`config.mk`:
```
export PLATFORM = sky130hd
export DESIGN_NAME = asr_lane
export DESIGN_NICKNAME = d
export VERILOG_FILES = /design/src/hw/rtl/asr_pkg.sv /design/src/hw/rtl/asr_lane.sv
export SDC_FILE = /design/constraint.sdc
export NUM_CORES = 2
export LEC_CHECK = 0
export BUFFER_PORTS_ARGS = -buffer_cell sky130_fd_sc_hd__buf_4
export CAP_MARGIN = 20
export CORE_UTILIZATION = 42
export DETAILED_ROUTE_END_ITERATION = 8
export GPL_TIMING_DRIVEN = 0
export SYNTH_ARGS = -nofsm -noshare
export SYNTH_HDL_FRONTEND = slang
export SYNTH_SLANG_ARGS = --single-unit
export TNS_END_PERCENT = 20
```
`constraint.sdc`:
```
create_clock -name i_clk -period 7.15 [get_ports i_clk]
set_input_delay 0.3575 -clock i_clk [delete_from_list [all_inputs] [get_ports i_clk]]
set_output_delay 0.3575 -clock i_clk [all_outputs]
set_load 0.01 [all_outputs]
```
`src/hw/rtl/asr_pkg.sv`:
```
// Shared types and constants for the second-order ambisonic X-axis rotator.
package asr_pkg;

    localparam int SAMPLE_BITS  = 24;
    localparam int CFG_IDX_BITS = 2;

    // configuration register indexes
    localparam logic [CFG_IDX_BITS-1:0] REG_COS = CFG_IDX_BITS'(0);
    localparam logic [CFG_IDX_BITS-1:0] REG_SIN = CFG_IDX_BITS'(1);

    // cycles from a register write until the coefficient bank is current
    localparam int SETTLE_CYC = 4;
    localparam int SETTLE_W   = 3;

    // coefficient bank slots
    localparam int CO_C     = 0;
    localparam int CO_S     = 1;
    localparam int CO_NS    = 2;
    localparam int CO_C2    = 3;
    localparam int CO_A     = 4;
    localparam int CO_NA    = 5;
    localparam int CO_H     = 6;
    localparam int CO_NH    = 7;
    localparam int CO_NB    = 8;
    localparam int CO_M66   = 9;
    localparam int CO_M88   = 10;
    localparam int NUM_COEF = 11;

    // lanes, one per rotated output channel
    localparam int LN_1      = 0;
    localparam int LN_2      = 1;
    localparam int LN_4      = 2;
    localparam int LN_5      = 3;
    localparam int LN_6      = 4;
    localparam int LN_7      = 5;
    localparam int LN_8      = 6;
    localparam int NUM_LANES = 7;
    localparam int NUM_TERMS = 3;

    typedef struct packed {
        logic signed [SAMPLE_BITS-1:0] in_acn0;
        logic signed [SAMPLE_BITS-1:0] in_acn1;
        logic signed [SAMPLE_BITS-1:0] in_acn2;
        logic signed [SAMPLE_BITS-1:0] in_acn3;
        logic signed [SAMPLE_BITS-1:0] in_acn4;
        logic signed [SAMPLE_BITS-1:0] in_acn5;
        logic signed [SAMPLE_BITS-1:0] in_acn6;
        logic signed [SAMPLE_BITS-1:0] in_acn7;
        logic signed [SAMPLE_BITS-1:0] in_acn8;
    } t_in_frame;

    typedef struct packed {
        logic signed [SAMPLE_BITS-1:0] out_acn0;
        logic signed [SAMPLE_BITS-1:0] out_acn1;
        logic signed [SAMPLE_BITS-1:0] out_acn2;
        logic signed [SAMPLE_BITS-1:0] out_acn3;
        logic signed [SAMPLE_BITS-1:0] out_acn4;
        logic signed [SAMPLE_BITS-1:0] out_acn5;
        logic signed [SAMPLE_BITS-1:0] out_acn6;
        logic signed [SAMPLE_BITS-1:0] out_acn7;
        logic signed [SAMPLE_BITS-1:0] out_acn8;
    } t_out_frame;

endpackage

```
`src/hw/rtl/asr_lane.sv`:
```
// One rotation lane: three coefficient-by-sample products and their sum.
module asr_lane #(
    parameter int COEF_W = 17
) (
    input  logic                                                   i_clk,
    input  logic [asr_pkg::NUM_TERMS-1:0][COEF_W-1:0]              i_coef,
    input  logic [asr_pkg::NUM_TERMS-1:0][asr_pkg::SAMPLE_BITS-1:0] i_smp,
    output logic signed [COEF_W+asr_pkg::SAMPLE_BITS+1:0]          o_sum
);
    import asr_pkg::*;

    localparam int PW = COEF_W + SAMPLE_BITS;
    localparam int SW = PW + 2;

    logic signed [PW-1:0] r_prod [NUM_TERMS];
    logic signed [SW-1:0] r_sum;
    logic signed [SW-1:0] n_sum;

    always_comb begin
        n_sum = '0;
        for (int k = 0; k < NUM_TERMS; k++) begin
            n_sum = n_sum + SW'(r_prod[k]);
        end
    end

    always_ff @(posedge i_clk) begin
        for (int k = 0; k < NUM_TERMS; k++) begin
            r_prod[k] <= $signed(i_coef[k]) * $signed(i_smp[k]);
        end
        r_sum <= n_sum;
    end

    assign o_sum = r_sum;

endmodule

```
=== After elaboration in Yosys (flattened, before gate mapping) ===
Memory sizes are Yosys's and may differ from the RTL's.
Cells that the tools add are included.

* $add $sub $neg: 2
* $mul: 3

{| class="wikitable"
|+ Operators by type and width
! kind !! count
|-
| multiplier 17 x 24 -> 41 bit || 3
|-
| adder 42 x 41 -> 43 bit || 1
|-
| adder 41 x 41 -> 42 bit || 1
|}

* Bits in registers: 43
* Memory bits (writable): 123
* Bits of input ports: 124
* Output and inout bits: 43
* Word-level logic and storage cells: 7
* Memories kept: 1

{| class="wikitable"
|+ Memory list
! memory !! depth !! width !! rd ports !! clocked after Yosys merged registers in !! write ports !! line !! text
|-
| r_prod || 3 || 41 || 3 || 0 || 3 || asr_lane.sv:15 || <nowiki>logic signed [PW-1:0] r_prod [NUM_TERMS];</nowiki>
|}

=== Longest topological paths before layout ===
* Depth after elaboration: 2
* Gate-level depth with buffers: 26
* Mapped depth without buffers: 25

=== Worst setup path before layout ===
Ideal clock, no wire load.

* Path type: input-to-reg
* Start: input i_coef[2] (netlist bit)
* End: memory r_prod[0][40] (netlist bit)
* Library setup time: 0.072 ns
* Data arrival time: 6.293 ns
* Data required time: 7.078 ns
* Slack: 0.785 ns
* Stages on the path: 24
* Buffers on the path: 1
* Path through: clkbuf_1 nand2_1 fa_1 inv_1 fa_1 inv_1 fa_1 inv_1 fa_1 fa_1 inv_1 fa_1 inv_1 ha_1 a21oi_1 o211a_1 o21ai_0 a211oi_2 o21a_1 a31oi_1 a41o_1 or4b_1 a31oi_1 xnor2_1

{| class="wikitable"
|+ RTL lines
! what !! line !! text
|-
| start: declaration || asr_lane.sv:6 || <nowiki>input logic [asr_pkg::NUM_TERMS-1:0][COEF_W-1:0] i_coef,</nowiki>
|-
| end: declaration || asr_lane.sv:15 ||
|}

==> reports/results.ini <==
[status]
status=finished, final reports clean

[die]
start_util_pct=42.4
die_area_sq_um=119000
fp-row-count=125
dieHeight_um=345
pin_count=167
core_area_sq_um=116000
die_w_um=345

[clocking]
cts_buffers=17
postCtsHoldBufs=0
path_clk_slew_ns=0.08
cts_max_level=4
clk_latency_ns=0.47
clockBufferDepth=2
cts.sink_count=166
clockRootBuffer=clkbuf_16
cts_tree=done

[timing]
slew_headroom_pct=29.8
hold_viol=0
fmax_mhz=142
final_max_slew_viol_count=0
setup_viol=0
fin_ws_ns=0.123
rsz0062_at_grt=true
min_period_ns=7.03
skew_ns=0.0249
final.period_utilization_pct=98.3
worst_slew_pin_slew_ns=1.05

[detailed_routing]
vias_per_cell=5.02
drc=0
avgRoutedWirePerCell_um=19.1
drtPass1Iterations=5
num_vias=35034
drtIter0Drc=2249
ant_nets=0
wirelength_um=133000

[place]
dp_cells=6958
hpwl_um=117000
gp_congestion=0.954
pre_cts_slack_ns=-0.946
place_area_sq_um=52500
port-buffer-count=166

[finish]
final_cells=6977
fillCellCount=11375
layout.nets=7143
post-route-util_pct=45.7
area_growth_pct=7.80
stdcell_area_sq_um=53200
layout-drive-gt1-share_pct=5.07

[grt]
grt-ovfl-total=0
grt_pass1_vias=37458
antenna_found_initial=5
grt_usage_pct=23.7
grt_max_degree=21
grt_pass1_wl_um=213000

[logic_synthesis]
yosysUniqueCellTypes=68
synthTopCellsByArea=fa_1 51%, inv_1 9.5%, ha_1 8.6%, dfxtp_1 6.7%, and2_1 6.7%
synth_seq_area_share_pct=6.73
syn_area_sq_um=49300
synth_ff_type=dfxtp_1
synth_edf_count=0
ys_ff_latch=166
synth_top_area_cell=fa_1
synthCells=5268
syn-num-nets=6975
synth_warnings=0
async_flop_share_pct=0
syn_area_per_cell_sq_um=9.37
synth.top_cell.area_share_pct=50.5

[critical_path]
r2r_slack_ns=2.74
rr_startpoint=r_prod[0][1]
critPathArrivalTime_ns=7.38
critPathKind=input pin to register
critPathMaxFanout=10
endpoint_kind=register
critical_path_required_ns=7.50
crit_path_start=i_coef[50]
start_kind=input pin

[flow_run]
maxCapViolations=0

[worst_hold_path]
hp-start=i_coef[17]
hold_class=input pin to register

logic make-up (layout without fill, tap and decap cells):
family | Yosys count | in the layout | share of synthesized area (%)
other | 0 | 4 | 0
XOR/XNOR | 158 | 158 | 2.80
multiplexers | 1 | 1 | 0.0203
AND/OR/NAND/NOR | 1521 | 1521 | 15.0
AO/OA/AOI/OAI | 408 | 408 | 5.45
buffers and inverters | 1431 | 1612 | 10.9
adder cells (fa/ha/maj) | 1583 | 1583 | 59.1
flip-flops | 166 | 166 | 6.73
cell usage after synthesis, types with 4 or more instances:
library cell and n:
o21ai_0 80, a211oi_1 12, a2111oi_0 5, and2_1 528, xnor2_1 117, and3_1 22, o21bai_1 8, dfxtp_1 166
nand4_1 10, a21o_1 73, nand3_1 27, nor2_1 130, a211o_1 5, nand2_1 699, clkbuf_1 182, o211ai_1 9
xor2_1 41, a21oi_1 109, nor3_1 19, o22ai_1 4, a221o_1 5, o21a_1 22, fa_1 1245, a311oi_1 6
nor2b_1 23, a21boi_0 6, a31oi_1 20, ha_1 338, or3_1 9, o2111ai_1 5, nand2b_1 40, inv_1 1246
a221oi_1 4
worst paths after layout:
| kind | endpoint | cells past startpoint |
|---|---|---|
| worst max-delay path | r_prod[0][122] | 22 |
| worst max register to register | o_sum[39] | 14 |
| worst min register to register | o_sum[0] | 3 |
| worst min-delay path | r_prod[0][41] | 2 |
final cells by class:
| class | instances | area (sq um) | share of cell area (%) |
|---|---|---|---|
| clock inverters | 15 | 196 | 0.369 |
| multi-input cells | 3671 | 40700 | 76.5 |
| diodes | 4 | 10.0 | 0.0188 |
| well taps | 1524 | 1910 | 3.58 |
| inverters | 1246 | 4680 | 8.79 |
| plain buffers | 165 | 698 | 1.31 |
| flip-flops and latches | 166 | 3320 | 6.25 |
| clock buffers | 17 | 425 | 0.800 |
| repair buffers | 169 | 1270 | 2.38 |
layer usage:
metal	share of wire (%)	GRT usage [%]
met5	0	0
met4	2.8	6.08
met3	7.3	4.55
met2	46	37.7
met1	44	33.3
critical path, cell delays in order:
cell      delay [ns]
buf_4           0.14
inv_1           0.06
clkbuf_1        0.59
nor2_1          0.15
fa_1            0.54
fa_1            0.44
fa_1            0.52
fa_1            0.43
fa_1            0.49
inv_1           0.05
fa_1            0.58
inv_1           0.08
ha_1            0.35
a21o_1          0.18
a21o_1          0.17
a21o_1          0.21
a221o_1         0.35
o211ai_1        0.42
a21boi_1        0.28
a221o_1         0.45
a31o_2          0.28
a211oi_1        0.26
flip-flops by register name (all words and copies together), names as in the netlist:
register,flops
o_sum,43
r_prod,123
layout by cell type, fill, tap and decap left out, types with 10 or more instances in the layout:
cell	n
fa_1	1245
inv_1	1246
nand2_1	699
nor2_1	130
nand4_1	10
a21o_1	73
ha_1	338
dfxtp_1	166
xnor2_1	115
clkbuf_16	17
clkbuf_2	53
and2_1	528
clkbuf_1	105
xor2_1	40
o21ai_0	79
a31oi_1	20
nor3_1	19
a211oi_1	11
nand3_1	27
and3_1	22
o21a_1	22
nor2b_1	23
buf_4	169
nand2b_1	40
a21oi_1	109
per-stage QoR:
step | setup TNS, ns | hold slack, ns
after global placement | -7.53 | 0.633
final | 0 | 0.248
after floorplan | 0 | 0.479
after detailed placement | -7.54 | 0.626
after CTS | 0 | 0.241
after global routing | -0.314 | 0.235
timing repair:
action                     4_1_cts  5_1_grt
setup endpoints to repair        5       13
resized for setup               17       94
pin swaps                        0        2
setup buffers                    0        3
Power is not shown: default switching activity piles up to over one toggle a cycle in this logic, so the estimate is an artifact.
