$ cat src/hw/rtl/asr_pkg.sv
// Shared types and constants for the second-order ambisonic X-axis rotator.
package asr_pkg;

    localparam int SAMPLE_BITS  = 24;
    localparam int CFG_IDX_BITS = 2;

    // configuration register indexes
    localparam logic [CFG_IDX_BITS-1:0] REG_COS = CFG_IDX_BITS'(0);
    localparam logic [CFG_IDX_BITS-1:0] REG_SIN = CFG_IDX_BITS'(1);

    // cycles from a register write until the coefficient bank is current
    localparam int SETTLE_CYC = 4;
    localparam int SETTLE_W   = 3;

    // coefficient bank slots
    localparam int CO_C     = 0;
    localparam int CO_S     = 1;
    localparam int CO_NS    = 2;
    localparam int CO_C2    = 3;
    localparam int CO_A     = 4;
    localparam int CO_NA    = 5;
    localparam int CO_H     = 6;
    localparam int CO_NH    = 7;
    localparam int CO_NB    = 8;
    localparam int CO_M66   = 9;
    localparam int CO_M88   = 10;
    localparam int NUM_COEF = 11;

    // lanes, one per rotated output channel
    localparam int LN_1      = 0;
    localparam int LN_2      = 1;
    localparam int LN_4      = 2;
    localparam int LN_5      = 3;
    localparam int LN_6      = 4;
    localparam int LN_7      = 5;
    localparam int LN_8      = 6;
    localparam int NUM_LANES = 7;
    localparam int NUM_TERMS = 3;

    typedef struct packed {
        logic signed [SAMPLE_BITS-1:0] in_acn0;
        logic signed [SAMPLE_BITS-1:0] in_acn1;
        logic signed [SAMPLE_BITS-1:0] in_acn2;
        logic signed [SAMPLE_BITS-1:0] in_acn3;
        logic signed [SAMPLE_BITS-1:0] in_acn4;
        logic signed [SAMPLE_BITS-1:0] in_acn5;
        logic signed [SAMPLE_BITS-1:0] in_acn6;
        logic signed [SAMPLE_BITS-1:0] in_acn7;
        logic signed [SAMPLE_BITS-1:0] in_acn8;
    } t_in_frame;

    typedef struct packed {
        logic signed [SAMPLE_BITS-1:0] out_acn0;
        logic signed [SAMPLE_BITS-1:0] out_acn1;
        logic signed [SAMPLE_BITS-1:0] out_acn2;
        logic signed [SAMPLE_BITS-1:0] out_acn3;
        logic signed [SAMPLE_BITS-1:0] out_acn4;
        logic signed [SAMPLE_BITS-1:0] out_acn5;
        logic signed [SAMPLE_BITS-1:0] out_acn6;
        logic signed [SAMPLE_BITS-1:0] out_acn7;
        logic signed [SAMPLE_BITS-1:0] out_acn8;
    } t_out_frame;

endpackage

$ cat src/hw/rtl/asr_merge.sv
// Output stage: rounds and saturates lane sums and assembles the result frame.
module asr_merge #(
    parameter int COEF_BITS = 16
) (
    input  logic                                                       i_clk,
    input  logic                                                       i_rst_n,
    input  logic                                                       i_vld,
    input  logic [asr_pkg::NUM_LANES-1:0][COEF_BITS+asr_pkg::SAMPLE_BITS+2:0] i_sum,
    input  logic signed [asr_pkg::SAMPLE_BITS-1:0]                     i_w,
    input  logic signed [asr_pkg::SAMPLE_BITS-1:0]                     i_x,
    output asr_pkg::t_out_frame                                        o_result,
    output logic                                                       o_strobe
);
    import asr_pkg::*;

    localparam int F  = COEF_BITS - 1;
    localparam int SW = COEF_BITS + SAMPLE_BITS + 3;

    localparam logic signed [SW-1:0] RND = SW'(64'd1 << (F - 1));
    localparam logic signed [SW-1:0] HI  = SW'((64'd1 << (SAMPLE_BITS - 1)) - 64'd1);
    localparam logic signed [SW-1:0] LO  = -HI - SW'(1);

    logic signed [SW-1:0]          n_rnd [NUM_LANES];
    logic signed [SAMPLE_BITS-1:0] n_sat [NUM_LANES];
    t_out_frame                    n_result;
    t_out_frame                    r_result;
    logic                          r_strobe;

    always_comb begin
        for (int k = 0; k < NUM_LANES; k++) begin
            n_rnd[k] = ($signed(i_sum[k]) + RND) >>> F;
            if (n_rnd[k] > HI) begin
                n_sat[k] = HI[SAMPLE_BITS-1:0];
            end else if (n_rnd[k] < LO) begin
                n_sat[k] = LO[SAMPLE_BITS-1:0];
            end else begin
                n_sat[k] = n_rnd[k][SAMPLE_BITS-1:0];
            end
        end
        n_result.out_acn0 = i_w;
        n_result.out_acn1 = n_sat[LN_1];
        n_result.out_acn2 = n_sat[LN_2];
        n_result.out_acn3 = i_x;
        n_result.out_acn4 = n_sat[LN_4];
        n_result.out_acn5 = n_sat[LN_5];
        n_result.out_acn6 = n_sat[LN_6];
        n_result.out_acn7 = n_sat[LN_7];
        n_result.out_acn8 = n_sat[LN_8];
    end

    always_ff @(posedge i_clk) begin
        if (!i_rst_n) begin
            r_strobe <= 1'b0;
        end else begin
            r_strobe <= i_vld;
        end
        r_result <= n_result;
    end

    assign o_result = r_result;
    assign o_strobe = r_strobe;

endmodule

$ cat config.mk
export PLATFORM = sky130hd
export DESIGN_NAME = asr_merge
export DESIGN_NICKNAME = d
export VERILOG_FILES = /design/src/hw/rtl/asr_pkg.sv /design/src/hw/rtl/asr_merge.sv
export SDC_FILE = /design/constraint.sdc
export NUM_CORES = 1
export LEC_CHECK = 0
export BUFFER_PORTS_ARGS = -buffer_cell sky130_fd_sc_hd__buf_2
export CAP_MARGIN = 25
export CORE_AREA = 2 2 219 221
export DETAILED_ROUTE_END_ITERATION = 10
export DIE_AREA = 0 0 221 223
export HOLD_SLACK_MARGIN = 0.12
export PLACE_DENSITY = 0.56
export SLEW_MARGIN = 25
export SYNTH_ARGS = -nofsm -noshare
export SYNTH_HDL_FRONTEND = slang
export SYNTH_SLANG_ARGS = --single-unit
$ cat constraint.sdc
create_clock -name i_clk -period 7 [get_ports i_clk]
set_clock_uncertainty 0.2 [all_clocks]
set_input_delay 0.35 -clock i_clk [delete_from_list [all_inputs] [get_ports i_clk]]
set_output_delay 0.35 -clock i_clk [all_outputs]
set_load 0.02 [all_outputs]
Word-level counts from Yosys, hierarchy flattened
Index checks and enable logic that the tools add are counted.
Operators by class
  muxes and demuxes: 7
  add/subtract/negate cells: 7
  order comparisons: 14
Operators with widths (count)
  43-bit by 16-bit adder with 43-bit output, second input constant: 7
  28-bit by 24-bit > comparator with 1-bit output, second input constant: 7
  28-bit by 24-bit < comparator with 1-bit output, second input constant: 7
  24-bit 2-to-1 mux: 7
Word-level totals
  word-level logic and storage cells: 38
  register bits: 217
  output and inout port bits: 217

Depth between registers and ports, before layout
  depth after elaboration: 3
  depth in mapped cells: 11
  gate-level depth less buffers: 9

Worst setup path after synthesis
OpenSTA, ideal clock, no wires.
  path kind: input to register
  start point: in i_sum[229] in the netlist's numbering
  end point: reg r_result (netlist bit o_result[25])
  required time: 6.734 ns
  arrival time: 2.265 ns
  path slack: 4.469 ns
  path buffers: 3
  stages on the path: 11
  cells stage by stage: ha_1 -> nand4_1 -> or4_1 -> buf_2 -> nand2b_4 -> nor2_2 -> xnor2_1 -> buf_2 -> nand2_2 -> buf_6 -> a21oi_2
On the way
  cells in the longest elaborated chain, start to end: 3
  elaborated cells between the ends (all ways): 4
  those cells by class: add/sub (1); order compare (2); mux (1)
Ends and longest elaborated chain
  start, declared: RTL line asr_merge.sv:8  | input logic [asr_pkg::NUM_LANES-1:0][COEF_BITS+asr_pkg::SAMPLE_BITS+2:0] i_sum,
  43-bit by 16-bit adder with 43-bit output *: RTL line asr_merge.sv:31  | n_rnd[k] = ($signed(i_sum[k]) + RND) >>> F;
  28-bit by 24-bit < comparator with 1-bit output: RTL line asr_merge.sv:34  | end else if (n_rnd[k] < LO) begin
  24-bit 2-to-1 mux: RTL line asr_merge.sv:34
  end signal, assigned: RTL line asr_merge.sv:57  | r_result <= n_result;
  end, declared: RTL line asr_merge.sv:26  | t_out_frame r_result;
Every way passes the cells marked *; elsewhere a longest branch is shown, timed or not.
A chain may end at the register's enable or synchronous reset.

Worst setup path in the final report
  start point: in i_sum[76] in the netlist's numbering
  end point: reg r_result (netlist bit o_result[152])
The elaborated chain is that of the path after synthesis.

==> out/qor.txt <==
status: finished clean
most instantiated library cell after synthesis: dfxtp_1
clock sink total: 217
GP Congestion: 0.884
die height: 223 um
first-pass GRT wire length: 59.9 mm
Max Freq: 261 MHz
peak supply drop: 0.201 mV
CTS Root Cell: clkbuf_16
P per Cell Area: 208 mW/mm^2
Post-Synthesis Cells: 1,034
period utilisation layout: 54.8%
unrepaired setup endpoints after global routing: no
fin nets: 2,194
Syn Std Cell Area: 0.00955 sq mm
drt initial violations: 552
total number of H-tree levels: 1
EDFF count, synth: 0
via/cell ratio: 4.40
Final Hold Viols: 0
max cap viols: 0
CTS tree: done
critical path type: input pin to flop
initial antenna violation count: 5
crit-path max FO: 5
area leader, netlist: dfxtp_1
Die Wd: 221 um
Synth top cells by count: dfxtp_1, o21ai_0, xor2_1
clock buffer depth: 3
Final Max Slew Viols: 0
Initial Util: 20.2%
crit-path cells: dlygate4sd3_1 -> buf_2 -> nand4_1 -> nor3_1 -> and4_1 -> nand3_1 -> dlygate4sd3_1 -> xor2_1 -> inv_2 -> o21a_1 -> a21oi_1 -> dlygate4sd3_1
CP startpoint kind: input pin
Leakage: 6.99 nW
Overflow after GRT: 0
Final setup viols: 0
core region area: 0.0471 sq mm
TritonRoute pass-1 iters: 5
Top delay family on crit path: buffers and inverters
worst relative slew slack: 32.6%
min Tclk post-route: 3.84 ns
Syn. warnings: 0
vias in the first global route: 11,196
synth top area cells: dfxtp_1, xor2_1, xnor2_1
final hold slack: 0.163 ns
Detail Route Antenna Nets: 0
Worst-Margin Slew: 1.01 ns
setup TNS: 0 ns
final instance area: 0.0168 sq mm
Port Buf Inserts: 470
Post-Route WL: 38.8 mm
CP dominant cell by count: dlygate4sd3_1
Arr. time, crit path: 4.15 ns
Hold Crit Class: input pin to flop
Mapped Avg Cell Area: 9.23 sq um
TritonCTS buffer count: 28
Final HPWL DP: 27.3 mm
Synth cell types: 68
CTS clk-pin slew, worst paths: 0.06 ns
ys async rst share: 0%
Yosys reg bits: 217
predominant post-synthesis flop cell: dfxtp_1
Max stage delay on crit path: 0.58 ns
WP buf/inv: 5
post-synthesis sequential area ratio: 45.5%
drc violations: 0
area grow syn2layout: 75.6%
dpl cell area: 0.0125 sq mm
crit end category: flop
synthesized net count: 1,393
Slowest cell on crit path: dlygate4sd3_1
row cnt: 80
top cell type's share of synthesized area: 45.5%
ratio of cells with drive above 1 in the final layout: 30.6%
CP required: 7.31 ns
Place WS: 3.44 ns
largest net degree at the start of global routing: 24
Vias: 10,888
I/O pins: 569
die area: 0.0493 sq mm
GRT Util Overall: 15.0%
WL/cell: 15.7 um
setup ws final: 3.16 ns
==> layer usage <==
layer	track usage [%]	wire length, um
met3	4.75	3320
met5	0	27
met4	5.87	1570
met2	26.6	18900
met1	16.6	14900
==> registers in the layout, indices dropped and copies added (netlist names) <==
name,cells
o_result,216
o_strobe,1
==> layout make-up <==
class                           count  area [sq um]
Fill cell                        4604         30400
Tap cell                          615           769
Timing Repair Buffer              807          5720
Sequential cell                   217          4340
Inverter                           19          71.3
Clock buffer                       37           766
Antenna cell                        2          5.00
Clock inverter                     14           143
Multi-Input combinational cell    762          4940
==> report_power, final <==
group	switching, W	total (W)	internal, W
sequential	0.0000286	0.00136	0.00133
combinational	0.000375	0.000691	0.000317
clock	0.000599	0.00144	0.000842
total	0.00100	0.00349	0.00249
==> logic make-up (layout without fill, tap and decap cells) <==
| logic type | Yosys count | in the layout | share of synthesized area (%) |
|---|---|---|---|
| simple gates | 394 | 394 | 22.9 |
| flops | 217 | 217 | 45.5 |
| compound gates | 191 | 191 | 12.0 |
| xor+xnor | 166 | 166 | 15.3 |
| buf+inv | 55 | 877 | 2.92 |
| fa+ha+maj | 7 | 7 | 0.918 |
| mux | 4 | 4 | 0.433 |
| other cells | 0 | 2 | 0 |
==> stage by stage <==
stage          cells  util, %  total power [W]
6_report        2473     35.5          0.00349
5_1_grt         2473     35.5          0.00364
4_1_cts         2471     35.5          0.00352
3_5_place_dp    2085     26.5          0.00190
3_3_place_gp    2085     26.5          0.00190
2_1_floorplan   1034        -          0.00164
==> final timing paths <==
path  slack (ns)       from  depth (start not counted)       endpoint
max         3.16  i_sum[76]                         12  o_result[152]
min         0.16  i_sum[40]                          4  o_result[191]
==> cell usage in the layout, fill, tap and decap left out, drive strengths merged, types with 4 or more instances in the layout <==
cell type / instances
nor3: 27
xnor2: 67
and2: 8
clkbuf: 37
clkinvlp: 6
inv: 19
and3: 23
nor4: 8
ha: 7
or2: 6
dfxtp: 217
dlygate4sd3: 335
nand2b: 15
clkinv: 6
nand3: 71
nor2: 58
a21oi: 59
o21ai: 99
buf: 472
nand2: 84
a21o: 4
or3: 6
and4: 16
nand4: 60
xor2: 99
==> what timing repair did <==
| action | 4_1_cts | 5_1_grt |
|---|---|---|
| buffers inserted | 0 | 0 |
| hold endpoints to repair | 217 | 0 |
| resized for setup | 0 | 0 |
| hold buffers | 335 | 0 |
Note: power is estimated with default switching activity, not from simulation.
