===== config.mk =====
export PLATFORM = sky130hd
export DESIGN_NAME = asr_coef
export DESIGN_NICKNAME = d
export VERILOG_FILES = /design/src/hw/rtl/asr_pkg.sv /design/src/hw/rtl/asr_coef.sv
export SDC_FILE = /design/constraint.sdc
export NUM_CORES = 2
export LEC_CHECK = 0
export BUFFER_PORTS_ARGS = -buffer_cell sky130_fd_sc_hd__buf_2
export CAP_MARGIN = 40
export CORE_MARGIN = 4
export CORE_UTILIZATION = 25
export CTS_BUF_LIST = sky130_fd_sc_hd__clkbuf_4 sky130_fd_sc_hd__clkbuf_8 sky130_fd_sc_hd__clkbuf_16
export CTS_CLUSTER_DIAMETER = 100
export DETAILED_ROUTE_END_ITERATION = 8
export PLACE_DENSITY = 0.47
export SYNTH_ARGS = -nofsm -noshare
export SYNTH_HDL_FRONTEND = slang
export SYNTH_SLANG_ARGS = --single-unit

===== constraint.sdc =====
create_clock -name i_clk -period 10.35 [get_ports i_clk]
set_clock_uncertainty 0.15 [all_clocks]
set_input_delay 1.5525 -clock i_clk [delete_from_list [all_inputs] [get_ports i_clk]]
set_output_delay 1.5525 -clock i_clk [all_outputs]
set_load 0.1 [all_outputs]

===== src/hw/rtl/asr_pkg.sv =====
// Shared types and constants for the second-order ambisonic X-axis rotator.
package asr_pkg;

    localparam int SAMPLE_BITS  = 24;
    localparam int CFG_IDX_BITS = 2;

    // configuration register indexes
    localparam logic [CFG_IDX_BITS-1:0] REG_COS = CFG_IDX_BITS'(0);
    localparam logic [CFG_IDX_BITS-1:0] REG_SIN = CFG_IDX_BITS'(1);

    // cycles from a register write until the coefficient bank is current
    localparam int SETTLE_CYC = 4;
    localparam int SETTLE_W   = 3;

    // coefficient bank slots
    localparam int CO_C     = 0;
    localparam int CO_S     = 1;
    localparam int CO_NS    = 2;
    localparam int CO_C2    = 3;
    localparam int CO_A     = 4;
    localparam int CO_NA    = 5;
    localparam int CO_H     = 6;
    localparam int CO_NH    = 7;
    localparam int CO_NB    = 8;
    localparam int CO_M66   = 9;
    localparam int CO_M88   = 10;
    localparam int NUM_COEF = 11;

    // lanes, one per rotated output channel
    localparam int LN_1      = 0;
    localparam int LN_2      = 1;
    localparam int LN_4      = 2;
    localparam int LN_5      = 3;
    localparam int LN_6      = 4;
    localparam int LN_7      = 5;
    localparam int LN_8      = 6;
    localparam int NUM_LANES = 7;
    localparam int NUM_TERMS = 3;

    typedef struct packed {
        logic signed [SAMPLE_BITS-1:0] in_acn0;
        logic signed [SAMPLE_BITS-1:0] in_acn1;
        logic signed [SAMPLE_BITS-1:0] in_acn2;
        logic signed [SAMPLE_BITS-1:0] in_acn3;
        logic signed [SAMPLE_BITS-1:0] in_acn4;
        logic signed [SAMPLE_BITS-1:0] in_acn5;
        logic signed [SAMPLE_BITS-1:0] in_acn6;
        logic signed [SAMPLE_BITS-1:0] in_acn7;
        logic signed [SAMPLE_BITS-1:0] in_acn8;
    } t_in_frame;

    typedef struct packed {
        logic signed [SAMPLE_BITS-1:0] out_acn0;
        logic signed [SAMPLE_BITS-1:0] out_acn1;
        logic signed [SAMPLE_BITS-1:0] out_acn2;
        logic signed [SAMPLE_BITS-1:0] out_acn3;
        logic signed [SAMPLE_BITS-1:0] out_acn4;
        logic signed [SAMPLE_BITS-1:0] out_acn5;
        logic signed [SAMPLE_BITS-1:0] out_acn6;
        logic signed [SAMPLE_BITS-1:0] out_acn7;
        logic signed [SAMPLE_BITS-1:0] out_acn8;
    } t_out_frame;

endpackage


===== src/hw/rtl/asr_coef.sv =====
// Coefficient bank: derives double-angle and second-order weights from cos/sin.
module asr_coef #(
    parameter int COEF_BITS = 16
) (
    input  logic                                  i_clk,
    input  logic signed [COEF_BITS-1:0]           i_cos,
    input  logic signed [COEF_BITS-1:0]           i_sin,
    output logic [asr_pkg::NUM_COEF-1:0][COEF_BITS:0] o_coef
);
    import asr_pkg::*;

    localparam int CB = COEF_BITS;
    localparam int F  = CB - 1;
    localparam int CW = CB + 1;
    localparam int PW = 2 * CB;
    localparam int DW = 2 * CB + 2;
    localparam int MW = CB + 4;

    localparam logic [63:0] K34_FULL  = (64'd929887697 + (64'd1 << (29 - F))) >> (30 - F);
    localparam logic [63:0] K316_FULL = (64'd464943848 + (64'd1 << (29 - F))) >> (30 - F);
    localparam logic signed [CB-1:0] K34  = K34_FULL[CB-1:0];
    localparam logic signed [CB-1:0] K316 = K316_FULL[CB-1:0];

    localparam logic signed [PW:0]   RND_P = (PW+1)'(64'd1 << (F - 1));
    localparam logic signed [DW-1:0] RND_D = DW'(64'd1 << (F - 1));
    localparam logic signed [CB+1:0] ONE_S = (CB+2)'(64'd1 << F);
    localparam logic signed [MW-1:0] ONE_M = MW'(64'd1 << F);
    localparam logic signed [MW-1:0] TWO_M = MW'(2);

    // stage 1: squares and cross product
    logic signed [PW-1:0] r_cc, r_ss, r_cs;
    // stage 2: double-angle terms
    logic signed [CW-1:0] r_c2;
    logic signed [CB+1:0] r_s2;
    // stage 3: constant-weighted products
    logic signed [DW-1:0] r_pa, r_pb;
    logic [NUM_COEF-1:0][CW-1:0] r_coef;

    logic signed [PW:0]   n_diff, n_dbl, n_c2f, n_s2f;
    logic signed [CB+1:0] n_omc, n_hs;
    logic signed [DW-1:0] n_af, n_bf;
    logic signed [CW-1:0] n_a, n_b, n_h, n_c2, n_s, n_c;
    logic signed [MW-1:0] n_c2m, n_m66f, n_m88f;
    logic [NUM_COEF-1:0][CW-1:0] n_coef;

    always_comb begin
        n_diff = (PW+1)'(r_cc) - (PW+1)'(r_ss);
        n_dbl  = (PW+1)'(r_cs) <<< 1;
        n_c2f  = (n_diff + RND_P) >>> F;
        n_s2f  = (n_dbl + RND_P) >>> F;
        n_omc  = ONE_S - (CB+2)'(r_c2);
    end

    always_comb begin
        n_af   = (r_pa + RND_D) >>> F;
        n_bf   = (r_pb + RND_D) >>> F;
        n_a    = CW'(n_af);
        n_b    = CW'(n_bf);
        n_hs   = (r_s2 + (CB+2)'(1)) >>> 1;
        n_h    = CW'(n_hs);
        n_c2   = r_c2;
        n_c2m  = MW'(r_c2);
        n_m66f = (ONE_M + n_c2m + n_c2m + n_c2m + TWO_M) >>> 2;
        n_m88f = (ONE_M + ONE_M + ONE_M + n_c2m + TWO_M) >>> 2;
        n_c    = CW'(i_cos);
        n_s    = CW'(i_sin);

        n_coef           = '0;
        n_coef[CO_C]     = n_c;
        n_coef[CO_S]     = n_s;
        n_coef[CO_NS]    = -n_s;
        n_coef[CO_C2]    = n_c2;
        n_coef[CO_A]     = n_a;
        n_coef[CO_NA]    = -n_a;
        n_coef[CO_H]     = n_h;
        n_coef[CO_NH]    = -n_h;
        n_coef[CO_NB]    = -n_b;
        n_coef[CO_M66]   = CW'(n_m66f);
        n_coef[CO_M88]   = CW'(n_m88f);
    end

    always_ff @(posedge i_clk) begin
        r_cc   <= i_cos * i_cos;
        r_ss   <= i_sin * i_sin;
        r_cs   <= i_cos * i_sin;
        r_c2   <= CW'(n_c2f);
        r_s2   <= (CB+2)'(n_s2f);
        r_pa   <= K34 * r_s2;
        r_pb   <= K316 * n_omc;
        r_coef <= n_coef;
    end

    assign o_coef = r_coef;

endmodule


# Word-level counts from Yosys, hierarchy flattened
# Cells that the tools add are included.
# totals
register_bits	379
input_bits	33
out_inout_bits	187
# op_classes
add_sub_neg	17
multipliers	5
# ops
operator	count
32-bit by 16-bit adder with 32-bit output, second input constant	3
16-bit by 16-bit multiplier with 32-bit output	3
17-bit negation	3
19-bit by 3-bit adder with 19-bit output, second input constant	2
33-bit by 16-bit adder with 33-bit output, second input constant	1
15-bit by 18-bit multiplier with 32-bit output, first input constant	1
32-bit subtractor	1
15-bit by 18-bit multiplier with 31-bit output, first input constant	1
18-bit by 17-bit adder with 19-bit output	1
18-bit by 17-bit adder with 19-bit output, first input constant	1
19-bit by 17-bit adder with 19-bit output	1
17-bit by 17-bit adder with 18-bit output, first input constant	1
18-bit by 2-bit adder with 18-bit output, second input constant	1
17-bit by 17-bit subtractor with 18-bit output, first input constant	1
16-bit negation with 17-bit output	1

# Depth between registers and ports, before layout
# depth
ltp_word	4
ltp_mapped	31

# Worst setup path before layout
# Ideal clock, no wire load.
# synth_timing
path_type	flip-flop to flip-flop
start	register r_c2[1], in the netlist n_c2[1]
end	register r_pb[31]
setup_time_ns	0.120
arrival_time_ns	8.064
required_time_ns	10.080
slack_ns	2.016
stages_incl_launch_ff	32
n_path_buf	1
period_less_slack_ns	8.334
cell_sequence	dfxtp_1 -> inv_1 -> ha_1 -> nor2b_1 -> and2_0 -> clkbuf_1 -> nand3_1 -> nor2_1 -> a41oi_1 -> xnor2_1 -> inv_1 -> ha_1 -> inv_1 -> fa_1 -> inv_1 -> fa_1 -> fa_1 -> fa_1 -> inv_1 -> fa_1 -> inv_1 -> ha_1 -> a21o_1 -> a21o_1 -> a21o_1 -> a21oi_1 -> o2111ai_1 -> a2111oi_0 -> nor4b_1 -> o21ai_0 -> nand2b_1 -> xnor2_1
# synth_between
elab_chain_len	2
# synth_lines
item	line_no	source
start: declaration	asr_coef.sv:33	logic signed [CW-1:0] r_c2;
start signal: assignment	asr_coef.sv:86	r_c2 <= CW'(n_c2f);
17-bit by 17-bit subtractor with 18-bit output	asr_coef.sv:51	n_omc = ONE_S - (CB+2)'(r_c2);
15-bit by 18-bit multiplier with 32-bit output	asr_coef.sv:89	r_pb <= K316 * n_omc;
end signal: assignment	asr_coef.sv:89	
end: declaration	asr_coef.sv:36	logic signed [DW-1:0] r_pa, r_pb;
# No other way between the ends.

# Worst setup path after layout
# Same ends and word-level chain as after synthesis.

==> flow_metrics.env <==
export IMPL_ys_seq_area_share_pct=13.3
export IMPL_clk_pin_slew_ns=0.06
export IMPL_post_drt_via_cell_ratio=4.08
export IMPL_grt_ovfl_total=0
export IMPL_hold_viol=0
export IMPL_final_setup_tns_ns=0
export IMPL_fin_crit_ns=8.71
export IMPL_crit_path_start_kind="flop"
export IMPL_synth_seq_cells=331
export IMPL_hp_class="flop to flop"
export IMPL_status="complete, no violations"
export IMPL_fin_nets=6942
export IMPL_timing_rr_start="n_c2[1]$_DFF_P_"
export IMPL_insertion_delay_ns=0.66
export IMPL_criticalPathCategory="flop to flop"
export IMPL_final_common_cell="inv_1"
export IMPL_drv_cap=0
export IMPL_crit_fanout=13
export IMPL_grt_max_degree=39
export IMPL_drtPass1Iterations=6
export IMPL_cts_max_level=2
export IMPL_clkSinkCount=331
export IMPL_route_vias_total=32700
export IMPL_wl_per_cell_um=15.7
export IMPL_grt_pass1_vias=36700
export IMPL_hp_start="n_c2[1]$_DFF_P_"
export IMPL_core_um2=198000
export IMPL_grt_pass1_wl_mm=204
export IMPL_finalMaxSlewViolations=0
export IMPL_drive_gt1_share_pct=6.74
export IMPL_cpMaxStageDelayCell="fa_1"
export IMPL_fmax_ghz=0.115
export IMPL_cts_root_buffer="clkbuf_16"
export IMPL_synth_cell_type_count=70
export IMPL_drt_initial_drc_count=1253
export IMPL_cts_buffers=46
export IMPL_routed_wl_mm=126
export IMPL_die_area_um2=206000
export IMPL_avgSynthCellArea_um2=9.65
export IMPL_synth_ff_type="dfxtp_1"
export IMPL_rows=163
export IMPL_critPathLaunch="n_c2[1]$_DFF_P_"
export IMPL_place_congestion=0.842
export IMPL_syn_area_um2=49800
export IMPL_worstPathRequired_ns=10.74
export IMPL_mostFrequentLayoutCells="inv_1 (1417), fa_1 (1000), ha_1 (574), nand2_1 (380), dfxtp_1 (331)"
export IMPL_area_delta_synth_final_pct=11.8
export IMPL_cts_hold_buf=0
export IMPL_final_antenna_net_count=0
export IMPL_drc=0
export IMPL_crit_path_frequent_cell="inv_1"
export IMPL_ioPinCount=220
export IMPL_netlist_instances=5156
export IMPL_post_cts_buffers=0
export IMPL_syn_nets=6763
export IMPL_place_hpwl_mm=106
export IMPL_relSlewSlack_pct=36.8
export IMPL_grt_use_total_pct=12.6
export IMPL_worstMarginPinSlew_ns=0.948
export IMPL_dieWidth_um=454
export IMPL_crit_path_end_kind="flop"
export IMPL_ys_warn_count=0
export IMPL_port_buffers=218
export IMPL_ctsResizeCount=0
export IMPL_start_util_pct=25.2
export IMPL_cts_tree="yes"
export IMPL_cp_slowest_stage_delay_ns=0.54
export IMPL_critPathArrivalTime_ns=9.10
export IMPL_finalCritPeriodShare_pct=84.2
export IMPL_clk_path_buf_depth=3
export IMPL_antenna_found_initial=10
export IMPL_die_h_um=454
export IMPL_rsz0062_at_grt="no"
export IMPL_async_flop_share_pct=0
export IMPL_synth_edf_count=0
export IMPL_setup_viol=0
-- metal layers --
| metal | track usage (%) | vias to the layer above | wire, um |
|---|---|---|---|
| met5 | 0 | - | 0 |
| li1 | - | 15700 | - |
| met2 | 22.3 | 434 | 61800 |
| met3 | 1.51 | 115 | 4510 |
| met4 | 2.89 | 0 | 2490 |
| met1 | 16.3 | 16500 | 57400 |
-- registers in the layout, summed over array words and instances, names as in the netlist --
register	count
o_coef	180
r_cc	30
r_s2	18
r_ss	30
r_cs	19
n_c2	17
r_pb	19
r_pa	18
-- kinds of logic (layout without fill, tap and decap cells) --
family | Yosys count | in the layout | share of synthesized area (%)
DFF | 331 | 331 | 13.3
AOI/OAI and AO/OA | 342 | 342 | 4.59
xor gates and xnor gates | 348 | 348 | 6.12
and+or+nand+nor | 1007 | 1007 | 9.49
other | 1 | 6 | 0.00753
adders and majority gates | 1575 | 1575 | 54.7
buffers and inverters | 1550 | 1767 | 11.8
muxes | 2 | 2 | 0.0452
-- synth_stat cells (35+ instances only) --
cell | count | share of area, %
a21oi_1 | 98 | 0.99
xnor2_1 | 248 | 4.4
nand3_1 | 71 | 0.71
nand2_1 | 380 | 2.9
a21o_1 | 59 | 0.89
and2_1 | 166 | 2.1
nor3_1 | 35 | 0.35
xor2_1 | 100 | 1.8
nor2_1 | 211 | 1.6
ha_1 | 574 | 14
dfxtp_1 | 331 | 13
o21ai_0 | 62 | 0.62
inv_1 | 1417 | 11
clkbuf_1 | 106 | 0.80
fa_1 | 1000 | 40
-- final timing paths --
check                       endpoint  slack [ns]  cells after the start
setup / recovery    r_pb[31]$_DFF_P_        1.64                     31
hold / removal    o_coef[52]$_DFF_P_        0.25                      0
setup reg to reg    r_pb[31]$_DFF_P_        1.64                     31
hold reg to reg   o_coef[52]$_DFF_P_        0.25                      0
-- critical path: cells and delay by family, from the launching register on --
kind                       cells  cell delay, ns
AOI/OAI and AO/OA              8            1.91
adders and majority gates      8            3.49
buffers and inverters          7            0.89
xor gates and xnor gates       2            0.29
DFF                            1            0.34
and+or+nand+nor                6            1.49
-- per-stage QoR --
stage / instance area, um2 / std cells / utilization [%] / hold slack [ns] / worst slack (ns)
after CTS: 55600 / 8013 / 28.2 / 0.255 / 1.57
after global routing: 55600 / 8015 / 28.2 / 0.270 / 0.946
after floorplan: 49800 / 5156 / - / 0.221 / 2.02
after detailed placement: 54000 / 7927 / 27.3 / 0.258 / 1.38
final: 55700 / 8018 / 28.2 / 0.247 / 1.64
after global placement: 53900 / 7923 / 27.3 / 0.241 / 1.50
-- final cells by class --
| class | instances | area [um2] |
|---|---|---|
| fill | 20900 | 142000 |
| clock inverter | 27 | 358 |
| sequential | 331 | 6630 |
| multi-input combinational | 3275 | 37300 |
| antenna | 5 | 12.5 |
| timing repair buffer | 255 | 1430 |
| inverter | 1426 | 5350 |
| clock buffer | 59 | 1270 |
| tap | 2640 | 3300 |
Power is left out: the tool's default activity adds up to more than one toggle a clock period on the data nets, which glitch-free logic cannot reach.
